## src/hw/rtl/irpc_pkg.sv

```systemverilog
// Package: shared types and constants of the incline relay position controller.
`timescale 1ns / 1ps
package irpc_pkg;

    localparam logic [6:0] STALL_LIMIT    = 7'd120;
    localparam logic [6:0] STALL_PERIOD   = 7'd40;
    localparam logic [7:0] STALL_MIN_MOVE = 8'd5;
    localparam logic [3:0] TURN_DWELL     = 4'd10;
    localparam logic [6:0] CAL_STABLE     = 7'd60;
    localparam logic [6:0] CAL_PAUSE      = 7'd30;
    localparam logic [7:0] CAL_MIN_SPAN   = 8'd80;
    localparam logic [7:0] WIN_TOP        = 8'd253;
    localparam logic [7:0] WIN            = 8'd2;
    localparam logic [7:0] NO_TARGET      = 8'hff;
    localparam int         DIV_BITS       = 16;

    localparam logic [2:0] REG_MAX_STEPS = 3'd0;
    localparam logic [2:0] REG_PARK      = 3'd1;
    localparam logic [2:0] REG_POLARITY  = 3'd2;
    localparam logic [2:0] REG_MIN_AD    = 3'd3;
    localparam logic [2:0] REG_MAX_AD    = 3'd4;
    localparam logic [2:0] REG_DIRECTION = 3'd5;

    typedef enum logic [1:0] {
        ST_IDLE,
        ST_DIV,
        ST_EXEC,
        ST_OUT
    } t_state;

    // controller to datapath
    typedef struct packed {
        logic load;      // latch the item, start the divider
        logic div_step;  // one restoring division step
        logic exec;      // apply the tick
    } t_cmd;

    // datapath to controller
    typedef struct packed {
        logic div_done;
    } t_status;

    function automatic logic [7:0] win_hi(input logic [7:0] v);
        return (v <= WIN_TOP) ? v + WIN : v;
    endfunction

    function automatic logic [7:0] win_lo(input logic [7:0] v);
        return (v >= WIN) ? v - WIN : v;
    endfunction

endpackage

```

## src/hw/rtl/irpc_ctrl.sv

```systemverilog
// Controller: sequences load, division, tick execution and result hand-off.
`timescale 1ns / 1ps
module irpc_ctrl import irpc_pkg::*; (
    input  logic    i_clk,
    input  logic    i_rst_n,
    input  logic    i_valid,
    input  logic    i_out_stall,
    input  t_status i_status,
    output t_cmd    o_cmd,
    output logic    o_in_stall,
    output logic    o_out_valid
);

    t_state r_state, n_state;

    always_ff @(posedge i_clk) begin
        if (!i_rst_n) begin
            r_state <= ST_IDLE;
        end else begin
            r_state <= n_state;
        end
    end

    always_comb begin
        n_state = r_state;
        case (r_state)
            ST_IDLE: begin
                if (i_valid) n_state = ST_DIV;
            end
            ST_DIV: begin
                if (i_status.div_done) n_state = ST_EXEC;
            end
            ST_EXEC: begin
                n_state = ST_OUT;
            end
            ST_OUT: begin
                if (!i_out_stall) n_state = ST_IDLE;
            end
            default: n_state = ST_IDLE;
        endcase
    end

    always_comb begin
        o_cmd       = '0;
        o_in_stall  = 1'b1;
        o_out_valid = 1'b0;
        case (r_state)
            ST_IDLE: begin
                o_in_stall = 1'b0;
                o_cmd.load = i_valid;
            end
            ST_DIV:  o_cmd.div_step = !i_status.div_done;
            ST_EXEC: o_cmd.exec = 1'b1;
            ST_OUT:  o_out_valid = 1'b1;
            default: o_in_stall = 1'b1;
        endcase
    end

endmodule

```

## src/hw/rtl/irpc_datapath.sv

```systemverilog
// Datapath: configuration, controller state, goal divider and tick update.
`timescale 1ns / 1ps
module irpc_datapath import irpc_pkg::*; (
    input  logic        i_clk,
    input  logic        i_rst_n,
    input  t_cmd        i_cmd,
    output t_status     o_status,
    input  logic        i_cfg_we,
    input  logic [2:0]  i_cfg_index,
    input  logic [7:0]  i_cfg_data,
    input  logic [7:0]  i_sample,
    input  logic [7:0]  i_target_step,
    input  logic        i_hold_set,
    input  logic        i_hold_clear,
    input  logic        i_start_calibration,
    input  logic        i_clear_error,
    output logic        o_up_drive,
    output logic        o_down_drive,
    output logic        o_stall_error,
    output logic        o_calibration_busy,
    output logic        o_calibration_done,
    output logic        o_calibration_ok,
    output logic [7:0]  o_low_end,
    output logic [7:0]  o_high_end,
    output logic        o_sense_forward
);

    // configuration
    logic [7:0] r_max_steps, r_park, r_min_ad, r_max_ad;
    logic       r_polarity, r_direction;
    // tick state
    logic [7:0] r_last_target, r_stall_snapshot, r_cal_reference;
    logic [7:0] r_min_pos, r_max_pos, r_goal;
    logic       r_move_pending, r_heading_down, r_error, r_hold;
    logic       r_cal_active, r_fwd, r_up_on, r_down_on, r_done, r_ok;
    logic [3:0] r_turn_wait;
    logic [6:0] r_stall_ticks, r_cal_ticks;
    logic [1:0] r_cal_stage;
    // latched item
    logic [7:0] r_sample, r_step;
    logic       r_hset, r_hclr, r_cal_go, r_eclr;
    // divider: numerator span*n (16 bits) by max_steps
    logic [15:0] r_quot;
    logic [7:0]  r_rem;
    logic [4:0]  r_div_cnt;

    logic [7:0] step_c;
    logic [7:0] span_abs;
    logic [8:0] n_val;
    logic [15:0] prod;

    always_comb begin
        step_c   = (i_target_step > r_max_steps) ? r_max_steps : i_target_step;
        span_abs = (r_max_pos >= r_min_pos) ? r_max_pos - r_min_pos : r_min_pos - r_max_pos;
        n_val    = {1'b0, step_c} - 9'd1;
        if (!r_fwd) n_val = {1'b0, r_max_steps} - n_val;
        prod = {8'd0, span_abs} * {7'd0, n_val};
    end

    assign o_status.div_done = (r_div_cnt == 5'd0);

    logic [8:0] rem_sh;
    assign rem_sh = {r_rem, r_quot[15]};

    // tick update, a faithful rendering of one control tick
    logic [7:0] n_last_target, n_stall_snapshot, n_cal_reference;
    logic [7:0] n_min_pos, n_max_pos, n_goal;
    logic       n_move_pending, n_heading_down, n_error, n_hold;
    logic       n_cal_active, n_fwd, n_up_on, n_down_on, n_done, n_ok;
    logic [3:0] n_turn_wait;
    logic [6:0] n_stall_ticks, n_cal_ticks;
    logic [1:0] n_cal_stage;

    logic [7:0] goal_v, mag, c_hi, c_lo, span8, t8;
    logic       near_ref, want_up, want_down;

    always_comb begin
        n_last_target = r_last_target; n_stall_snapshot = r_stall_snapshot;
        n_cal_reference = r_cal_reference; n_min_pos = r_min_pos;
        n_max_pos = r_max_pos; n_goal = r_goal; n_move_pending = r_move_pending;
        n_heading_down = r_heading_down; n_error = r_error; n_hold = r_hold;
        n_cal_active = r_cal_active; n_fwd = r_fwd; n_up_on = r_up_on;
        n_down_on = r_down_on; n_done = 1'b0; n_ok = 1'b0;
        n_turn_wait = r_turn_wait; n_stall_ticks = r_stall_ticks;
        n_cal_ticks = r_cal_ticks; n_cal_stage = r_cal_stage;
        want_up = 1'b0; want_down = 1'b0; span8 = '0; t8 = '0;
        mag = r_quot[7:0];
        if (r_step == 8'd0) goal_v = r_park;
        else if (r_max_pos >= r_min_pos) goal_v = r_max_pos - mag;
        else goal_v = r_max_pos + mag;
        c_hi = win_hi(win_hi(r_cal_reference));
        c_lo = win_lo(win_lo(r_cal_reference));
        near_ref = (r_sample >= c_lo) && (r_sample <= c_hi);

        if (r_eclr) n_error = 1'b0;
        if (r_hclr) n_hold = 1'b0;
        if (r_hset) n_hold = 1'b1;
        if (r_cal_go) n_cal_active = 1'b1;

        if (n_error) begin
            n_up_on = 0; n_down_on = 0; n_move_pending = 0; n_turn_wait = 0;
            n_stall_ticks = 0; n_cal_active = 0; n_cal_ticks = 0; n_cal_stage = 0;
        end else if (n_cal_active) begin
            if (n_cal_ticks < 7'd127) n_cal_ticks = n_cal_ticks + 7'd1;
            case (r_cal_stage)
                2'd0: begin
                    n_up_on = 1; n_down_on = 0; n_cal_ticks = 0; n_cal_stage = 2'd1;
                end
                2'd1: begin
                    if (!near_ref) begin
                        n_cal_reference = r_sample; n_cal_ticks = 0;
                    end else if (n_cal_ticks > CAL_STABLE) begin
                        n_cal_ticks = 0; n_up_on = 0; n_min_pos = r_sample;
                        n_cal_stage = 2'd2;
                    end
                end
                2'd2: begin
                    if (n_cal_ticks >= CAL_PAUSE) begin
                        n_cal_ticks = 0; n_down_on = 1; n_cal_stage = 2'd3;
                    end
                end
                default: begin
                    if (!near_ref) begin
                        n_cal_reference = r_sample; n_cal_ticks = 0;
                    end else if (n_cal_ticks > CAL_STABLE) begin
                        n_max_pos = r_sample;
                        n_up_on = 0; n_down_on = 0; n_move_pending = 0;
                        n_turn_wait = 0; n_stall_ticks = 0; n_cal_active = 0;
                        n_cal_ticks = 0; n_cal_stage = 0;
                        n_hold = 1; n_done = 1;
                        if (n_max_pos > n_min_pos) begin
                            n_fwd = 1; span8 = n_max_pos - n_min_pos;
                        end else begin
                            n_fwd = 0; span8 = n_min_pos - n_max_pos;
                        end
                        if (span8 >= CAL_MIN_SPAN) begin
                            n_ok = 1;
                            if (n_fwd) begin
                                n_max_pos = n_max_pos - WIN; n_goal = n_max_pos;
                            end else begin
                                t8 = n_max_pos; n_max_pos = n_min_pos;
                                n_min_pos = t8 + WIN; n_goal = n_min_pos;
                            end
                        end
                    end
                end
            endcase
        end else if (n_hold) begin
            n_up_on = 0; n_down_on = 0; n_move_pending = 0; n_turn_wait = 0;
            n_stall_ticks = 0; n_cal_active = 0; n_cal_ticks = 0; n_cal_stage = 0;
            n_last_target = NO_TARGET;
        end else begin
            if (r_last_target != r_step) begin
                n_last_target = r_step; n_move_pending = 1;
            end
            if (!n_move_pending) begin
                n_up_on = 0; n_down_on = 0; n_turn_wait = 0;
                n_stall_ticks = 0; n_cal_ticks = 0; n_cal_stage = 0;
            end else begin
                n_goal = goal_v;
                if (r_sample < win_lo(goal_v)) begin
                    if (r_fwd) want_down = 1; else want_up = 1;
                end else if (r_sample > win_hi(goal_v)) begin
                    if (r_fwd) want_up = 1; else want_down = 1;
                end else begin
                    n_up_on = 0; n_down_on = 0; n_move_pending = 0; n_turn_wait = 0;
                    n_stall_ticks = 0; n_cal_ticks = 0; n_cal_stage = 0;
                end
                if (want_up || want_down) begin
                    if (want_up) n_down_on = 0; else n_up_on = 0;
                    if (r_heading_down == want_up) begin
                        // direction change: dwell with relays held
                        n_stall_ticks = 0;
                        n_turn_wait = r_turn_wait + 4'd1;
                        if (n_turn_wait >= TURN_DWELL) begin
                            n_turn_wait = 0; n_heading_down = want_down;
                        end
                    end else begin
                        if (want_up) n_up_on = 1; else n_down_on = 1;
                        if (n_stall_ticks < STALL_LIMIT) n_stall_ticks = n_stall_ticks + 7'd1;
                        if (n_stall_ticks == 7'd1) n_stall_snapshot = r_sample;
                        if (n_stall_ticks == STALL_PERIOD) begin
                            n_stall_ticks = 0;
                            t8 = (r_sample > n_stall_snapshot) ? r_sample - n_stall_snapshot
                                                               : n_stall_snapshot - r_sample;
                            if (t8 < STALL_MIN_MOVE) n_error = 1;
                        end
                    end
                end
            end
        end
    end

    always_ff @(posedge i_clk) begin
        if (!i_rst_n) begin
            r_max_steps <= 8'd15; r_park <= 8'd0; r_polarity <= 1'b1;
            r_min_ad <= 8'd0; r_max_ad <= 8'd255; r_direction <= 1'b1;
            r_last_target <= NO_TARGET; r_move_pending <= 0; r_heading_down <= 0;
            r_turn_wait <= 0; r_stall_ticks <= 0; r_stall_snapshot <= 0;
            r_error <= 0; r_hold <= 0; r_cal_active <= 0; r_cal_stage <= 0;
            r_cal_ticks <= 0; r_cal_reference <= 0; r_min_pos <= 8'd0;
            r_max_pos <= 8'd255; r_fwd <= 1'b1; r_goal <= 0;
            r_up_on <= 0; r_down_on <= 0; r_done <= 0; r_ok <= 0;
            r_div_cnt <= 0;
        end else begin
            if (i_cfg_we) begin
                case (i_cfg_index)
                    REG_MAX_STEPS: r_max_steps <= i_cfg_data;
                    REG_PARK:      r_park <= i_cfg_data;
                    REG_POLARITY:  r_polarity <= i_cfg_data[0];
                    REG_MIN_AD: begin
                        r_min_ad <= i_cfg_data; r_min_pos <= i_cfg_data;
                    end
                    REG_MAX_AD: begin
                        r_max_ad <= i_cfg_data; r_max_pos <= i_cfg_data;
                    end
                    REG_DIRECTION: begin
                        r_direction <= i_cfg_data[0]; r_fwd <= i_cfg_data[0];
                    end
                    default: ;
                endcase
            end
            if (i_cmd.load) begin
                r_sample <= i_sample; r_step <= step_c;
                r_hset <= i_hold_set; r_hclr <= i_hold_clear;
                r_cal_go <= i_start_calibration; r_eclr <= i_clear_error;
                r_quot <= prod; r_rem <= '0;
                // zero step or zero max_steps needs no division
                r_div_cnt <= (step_c == 8'd0) ? 5'd0 : 5'(DIV_BITS);
            end
            if (i_cmd.div_step) begin
                r_div_cnt <= r_div_cnt - 5'd1;
                if (rem_sh >= {1'b0, r_max_steps}) begin
                    r_rem  <= 8'(rem_sh - {1'b0, r_max_steps});
                    r_quot <= {r_quot[14:0], 1'b1};
                end else begin
                    r_rem  <= rem_sh[7:0];
                    r_quot <= {r_quot[14:0], 1'b0};
                end
            end
            if (i_cmd.exec) begin
                r_last_target <= n_last_target; r_stall_snapshot <= n_stall_snapshot;
                r_cal_reference <= n_cal_reference; r_min_pos <= n_min_pos;
                r_max_pos <= n_max_pos; r_goal <= n_goal;
                r_move_pending <= n_move_pending; r_heading_down <= n_heading_down;
                r_error <= n_error; r_hold <= n_hold; r_cal_active <= n_cal_active;
                r_fwd <= n_fwd; r_up_on <= n_up_on; r_down_on <= n_down_on;
                r_done <= n_done; r_ok <= n_ok; r_turn_wait <= n_turn_wait;
                r_stall_ticks <= n_stall_ticks; r_cal_ticks <= n_cal_ticks;
                r_cal_stage <= n_cal_stage;
            end
        end
    end

    assign o_up_drive         = r_polarity ? r_up_on : ~r_up_on;
    assign o_down_drive       = r_polarity ? r_down_on : ~r_down_on;
    assign o_stall_error      = r_error;
    assign o_calibration_busy = r_cal_active;
    assign o_calibration_done = r_done;
    assign o_calibration_ok   = r_ok;
    assign o_low_end          = r_min_pos;
    assign o_high_end         = r_max_pos;
    assign o_sense_forward    = r_fwd;

    // restore registers are shadowed into state on write; keep them observable
    logic unused_restore;
    assign unused_restore = ^{r_min_ad, r_max_ad, r_direction, r_goal, r_rem[0]};

endmodule

```

## src/hw/rtl/incline_relay_position_controller.sv

```systemverilog
// Top level: incline relay position controller, controller plus datapath.
// Sequence: each accepted item passes through the bit-serial goal divider
//   (16 restoring divide steps, skipped for a step-0 or clamped-to-zero item),
//   a done check, execute and output. The result register holds until taken;
//   no new item is accepted before it is handed off.
// Reset (synchronous, active low) returns configuration and all tick state
//   to their defaults; end positions and sense take the restore values.
`timescale 1ns / 1ps
module incline_relay_position_controller import irpc_pkg::*; (
    input  logic       i_clk,
    input  logic       i_rst_n,
    // configuration write port
    input  logic       i_cfg_we,
    input  logic [2:0] i_cfg_index,
    input  logic [7:0] i_cfg_data,
    // input item channel
    input  logic       i_valid,
    output logic       o_stall,
    input  logic [7:0] i_sample,
    input  logic [7:0] i_target_step,
    input  logic       i_hold_set,
    input  logic       i_hold_clear,
    input  logic       i_start_calibration,
    input  logic       i_clear_error,
    // result item channel
    output logic       o_valid,
    input  logic       i_stall,
    output logic       o_up_drive,
    output logic       o_down_drive,
    output logic       o_stall_error,
    output logic       o_calibration_busy,
    output logic       o_calibration_done,
    output logic       o_calibration_ok,
    output logic [7:0] o_low_end,
    output logic [7:0] o_high_end,
    output logic       o_sense_forward
);

    t_cmd    cmd;
    t_status status;

    // sequence each item: accept, divide, execute, present
    irpc_ctrl u_ctrl (
        .i_clk       (i_clk),
        .i_rst_n     (i_rst_n),
        .i_valid     (i_valid),
        .i_out_stall (i_stall),
        .i_status    (status),
        .o_cmd       (cmd),
        .o_in_stall  (o_stall),
        .o_out_valid (o_valid)
    );

    // hold all state; results stay registered until the next item executes or a configuration write changes them
    irpc_datapath u_dp (
        .i_clk               (i_clk),
        .i_rst_n             (i_rst_n),
        .i_cmd               (cmd),
        .o_status            (status),
        .i_cfg_we            (i_cfg_we),
        .i_cfg_index         (i_cfg_index),
        .i_cfg_data          (i_cfg_data),
        .i_sample            (i_sample),
        .i_target_step       (i_target_step),
        .i_hold_set          (i_hold_set),
        .i_hold_clear        (i_hold_clear),
        .i_start_calibration (i_start_calibration),
        .i_clear_error       (i_clear_error),
        .o_up_drive          (o_up_drive),
        .o_down_drive        (o_down_drive),
        .o_stall_error       (o_stall_error),
        .o_calibration_busy  (o_calibration_busy),
        .o_calibration_done  (o_calibration_done),
        .o_calibration_ok    (o_calibration_ok),
        .o_low_end           (o_low_end),
        .o_high_end          (o_high_end),
        .o_sense_forward     (o_sense_forward)
    );

`ifndef SYNTH
    // a new item is never taken while a result waits
    a_no_accept_with_result: assert property (@(posedge i_clk) disable iff (!i_rst_n)
        o_valid |-> o_stall) else $error("item accepted while result pending");

    // a finished calibration never leaves the sequence running
    a_done_ends_cal: assert property (@(posedge i_clk) disable iff (!i_rst_n)
        (o_valid && o_calibration_done) |-> !o_calibration_busy)
        else $error("calibration done while still busy");

    // an ok calibration is reported only with its done pulse
    a_ok_needs_done: assert property (@(posedge i_clk) disable iff (!i_rst_n)
        (o_valid && o_calibration_ok) |-> o_calibration_done)
        else $error("calibration ok without done");
`endif

endmodule
```

## config.mk

```make
export PLATFORM = sky130hd
export DESIGN_NAME = incline_relay_position_controller
export DESIGN_NICKNAME = d
export VERILOG_FILES = /design/src/hw/rtl/irpc_pkg.sv /design/src/hw/rtl/irpc_ctrl.sv /design/src/hw/rtl/irpc_datapath.sv /design/src/hw/rtl/incline_relay_position_controller.sv
export SDC_FILE = /design/constraint.sdc
export NUM_CORES = 1
export LEC_CHECK = 0
export BUFFER_PORTS_ARGS = -buffer_cell sky130_fd_sc_hd__clkbuf_2
export CORE_ASPECT_RATIO = 0.5
export CORE_MARGIN = 10
export CORE_UTILIZATION = 50
export CTS_CLUSTER_SIZE = 24
export DETAILED_ROUTE_END_ITERATION = 10
export PLACE_DENSITY = 0.8
export SYNTH_ARGS = -nofsm -noshare
export SYNTH_HDL_FRONTEND = slang
export SYNTH_SLANG_ARGS = --single-unit
export TNS_END_PERCENT = 10
```

## constraint.sdc

```tcl
create_clock -name i_clk -period 10.6 [get_ports i_clk]
set_clock_uncertainty 0.1 [all_clocks]
set_input_delay 1.06 -clock i_clk [delete_from_list [all_inputs] [get_ports i_clk]]
set_output_delay 1.06 -clock i_clk [all_outputs]
set_load 0.05 [all_outputs]
```

==> reports/results.txt <==
Once placement finished, the instance area stood at 14600 µm². The area growth from synthesis to layout is 9.52%. The final wirelength is 36400 µm. For the via count of the first global-routing pass, the log shows 12210. Yosys instantiated no cell more often than sky130_fd_sc_hd__nor2_1.

Cells fill 55.3% of the core in the end. Before antenna repair, the detailed router went through 6 iterations. The cell depth of the worst min-delay path was 2; the share of layout cells above drive strength 1 was 9.06%. The run gives 0.244 mV as the maximum ir drop on the vdd rail. The clock-pin slew reported for the worst setup and hold paths after clock tree synthesis came out at 0.06 ns. The tools report the count of hold-fix buffers inserted at cts as 0.

The slew of the pin with the lowest slew margin was 1.13 ns. The startpoint of the worst-slack reg-to-reg timing path is u_dp.o_high_end[0]$_SDFFE_PN1P_. The buffer cell driving the clock tree root is sky130_fd_sc_hd__clkbuf_16. The portion of synthesized area spent on multiplexers is 4.11%. In this run the deepest clock path goes through 2 buffers.

For this configuration, the core starts out at a cell density of 50.5%. The die covers 35300 µm². For this run, the slowest stage of the critical path takes 0.55 ns. The layout has 2498 filler cells.

The post-layout minimum cycle time was 9.92 ns; the final estimated routing congestion in global placement was 0.986. The fraction of post-synthesis cell area in the top cell type by area was 14.8%. The leakage power summed over all cells is 0.00656 µW, and the latest clock arrival within the worst-skew pair is 0.44 ns.

The worst register-to-register path ends at u_dp.o_stall_error$_SDFFE_PN0P_. Number of library cell types mapped by synthesis: 73. The synthesized area divided by synthesized cell count is 8.03 µm², and the net count of the mapped netlist is 1981. Detailed routing inserted a total of 12616 vias. The post-detailed-route DRC marker count is 0. By area, the combinational part of the netlist is dominated by adder cells. The tools report the final setup TNS as 0 ns. Summed over all layers, the global routing overflow is 0.

The run finished with clean final reports. For the total count of hold-check failures in the final report, the log shows 0. Master of the slowest instance on the critical path: sky130_fd_sc_hd__or4_1. The setup violation total in the final timing report is 0.

TritonCTS built the clock tree. The most numerous cell type found on the critical path is sky130_fd_sc_hd__ha_1. Arrival time at the worst endpoint: 10.16 ns. sky130_fd_sc_hd__ha_1 takes more of the synthesized area than any other cell.

Along the worst path, the maximum fanout reaches 14. The setup check on the worst reg-to-reg path leaves a slack of 0.68 ns. The share of flip-flops with an asynchronous set or reset after synthesis was 0%. For the number of placement rows, the log shows 43. The tools report the sequential area share after synthesis as 23.0%. The area share of and/or/nand/nor cells after synthesis came out at 20.9%. By count the netlist is led by sky130_fd_sc_hd__nor2_1, sky130_fd_sc_hd__ha_1, sky130_fd_sc_hd__nand2_1, sky130_fd_sc_hd__inv_1, sky130_fd_sc_hd__a21oi_1. In the post-synthesis netlist, the biggest area contributors are sky130_fd_sc_hd__ha_1, sky130_fd_sc_hd__dfxtp_1, sky130_fd_sc_hd__edfxtp_1, sky130_fd_sc_hd__fa_1, sky130_fd_sc_hd__nor2_1.

Dividing the final minimum period by the clock period gives 93.6%. Class of the most critical hold timing path: reg2reg. By startpoint and endpoint, the worst setup path is classified as reg2reg. The logs give 10.85 ns for the endpoint required time on the critical path and 0 for the number of violations of the max-capacitance limit. Dividing the detail-routed wire length by the instance count gives 16.8 µm. Detailed placement ended at an HPWL of 27700 µm. The number of cells on the worst reg-to-reg path is 43. Counting the buffers created by CTS gives 17.

The tools report the critical path capture point type as a flip-flop. From bottom edge to top edge, the die measures 138 µm. The startpoint type of the worst setup path is a flip-flop. The multi-input gate area in the final layout was 9900 µm².

The die is 256 µm wide. The number of antenna violations at the first check in global routing came out at 0. The total area inside the core boundary comes to 27500 µm². The sink of the worst hold path is u_dp.r_park[4]$_SDFFE_PN0P_.

For this run, the leading register cell type out of synthesis is sky130_fd_sc_hd__dfxtp_1. After routing the design area is 15200 µm². The combined flip-flop and latch cell area is 3210 µm², and the total standard cell area after synthesis is 13900 µm². Across every metal layer, demand over resource in global routing totals 20.5%. For this run, the top clock speed supported by timing is 101 MHz. For the yosys synthesis warning count, the log shows 0.

In this run the tool buffered the top-level ports with 60 buffer cells. The synthesized netlist devotes 5.54% of its cell area to XOR and XNOR gates. Summing the areas of all compound-gate instances in the mapped netlist gives 18.7% of the synthesized area. The vias per cell is 5.81, and the number of antenna diodes is 0. The smallest hold slack was 0.358 ns; the overall power was 4430 µW.

The run gives 0 as the post-detailed-route count of antenna-violating nets. In this run, synthesis produced a sequential element count of 138. After technology mapping, the gate count stands at 1733.

The boundary pin count is 61. Headroom to the max-slew limit came out at 24.0%. The maximum level of the CTS H-tree was 4. The first routing iteration left 1102 violations. Start point of the worst min-delay path: u_dp.r_park[4]$_SDFFE_PN0P_. Entering global routing, the biggest net connects 56 pins.

The total power per unit cell area is 291 nW/µm². After Yosys synthesis, full adders, half adders and majority gates account for 21.6% of the synthesized area. The first global-routing pass estimated 60500 µm of wire. Counting every sink on the clock net gives 138. The number of nets in the final layout is 2024.

The max-slew violation count was 0; the count of flip-flops with a built-in enable after synthesis was 44.
-- logic make-up (layout without fill, tap and decap cells) --
group / after synthesis / in the layout
fa+ha+maj: 212 / 212
flops: 138 / 138
compound gates: 409 / 409
xor+xnor: 88 / 88
buf+inv: 218 / 274
mux: 55 / 55
simple gates: 613 / 613
-- critical path: cells and delay by family (launching register included) --
family / cells / cell delay (ns)
simple gates: 15 / 3.37
mux: 2 / 0.55
buf+inv: 5 / 0.72
compound gates: 13 / 2.61
flops: 1 / 0.34
fa+ha+maj: 6 / 1.88
xor+xnor: 2 / 0.21
-- routing by layer --
layer	global-route usage [%]	share of wire (%)	up-vias
li1	-	-	6159
met1	25.3	44	5929
met2	36.8	48	449
met3	3.00	5.8	79
met4	6.64	2.3	0
met5	0	0	-
-- worst max path at each step --
stage | start | end | slack (ns) | cells after the start
floorplan | u_dp.o_low_end[2]$_SDFFE_PN0P_ | u_dp.o_stall_error$_SDFFE_PN0P_ | 0.07 | 44
global placement | u_dp.o_low_end[1]$_SDFFE_PN0P_ | u_dp.o_stall_error$_SDFFE_PN0P_ | 0.80 | 42
detailed placement | u_dp.o_low_end[0]$_SDFFE_PN0P_ | u_dp.o_stall_error$_SDFFE_PN0P_ | 0.41 | 42
CTS | u_dp.o_low_end[0]$_SDFFE_PN0P_ | u_dp.o_stall_error$_SDFFE_PN0P_ | 0.30 | 42
global route | u_dp.o_high_end[0]$_SDFFE_PN1P_ | u_dp.o_stall_error$_SDFFE_PN0P_ | -0.007 | 43
finish | u_dp.o_high_end[0]$_SDFFE_PN1P_ | u_dp.o_stall_error$_SDFFE_PN0P_ | 0.68 | 43
-- metrics by stage --
stage               std cells  setup WS [ns]
floorplan                1733         0.0704
detailed placement       2137          0.412
global placement         2137          0.796
finish                   2171          0.684
global route             2171       -0.00720
CTS                      2169          0.297
-- report_power, final --
group | total, µW | internal [µW] | switching, µW
clock | 589 | 339 | 250
combinational | 3050 | 1290 | 1750
sequential | 800 | 728 | 72.0
total | 4430 | 2360 | 2070
-- flip-flops by register name, summed over array words and instances (netlist names), 7 cells and up --
signal / flops
u_dp.r_quot: 16
u_dp.o_high_end: 8
u_dp.o_low_end: 8
u_dp.r_cal_reference: 8
u_dp.r_last_target: 8
u_dp.r_max_steps: 8
u_dp.r_park: 8
u_dp.r_rem: 8
u_dp.r_sample: 8
u_dp.r_stall_snapshot: 8
u_dp.r_step: 8
u_dp.r_cal_ticks: 7
u_dp.r_stall_ticks: 7
-- what timing repair did --
item | in CTS | in global routing
setup endpoints to repair | 0 | 1
resized for setup | 0 | 14
setup buffers | 0 | 2
-- cell type report --
cell class | instances | share of cell area (%)
clock buffers | 21 | 3.02
clock inverters | 11 | 0.723
inverters | 157 | 3.87
multi-input cells | 1377 | 65.0
flip-flops and latches | 138 | 21.0
well taps | 382 | 3.14
repair buffers | 85 | 3.20
-- placed cells by master (no fill, tap or decap), types with 47 or more instances in the layout --
cell / instances
sky130_fd_sc_hd__nand2_1: 163
sky130_fd_sc_hd__dfxtp_1: 92
sky130_fd_sc_hd__clkbuf_2: 60
sky130_fd_sc_hd__o21ai_0: 80
sky130_fd_sc_hd__xnor2_1: 63
sky130_fd_sc_hd__fa_1: 47
sky130_fd_sc_hd__nand3_1: 55
sky130_fd_sc_hd__a21oi_1: 140
sky130_fd_sc_hd__ha_1: 163
sky130_fd_sc_hd__inv_1: 155
sky130_fd_sc_hd__nor2_1: 190
Power figures use the tool's default switching activity.
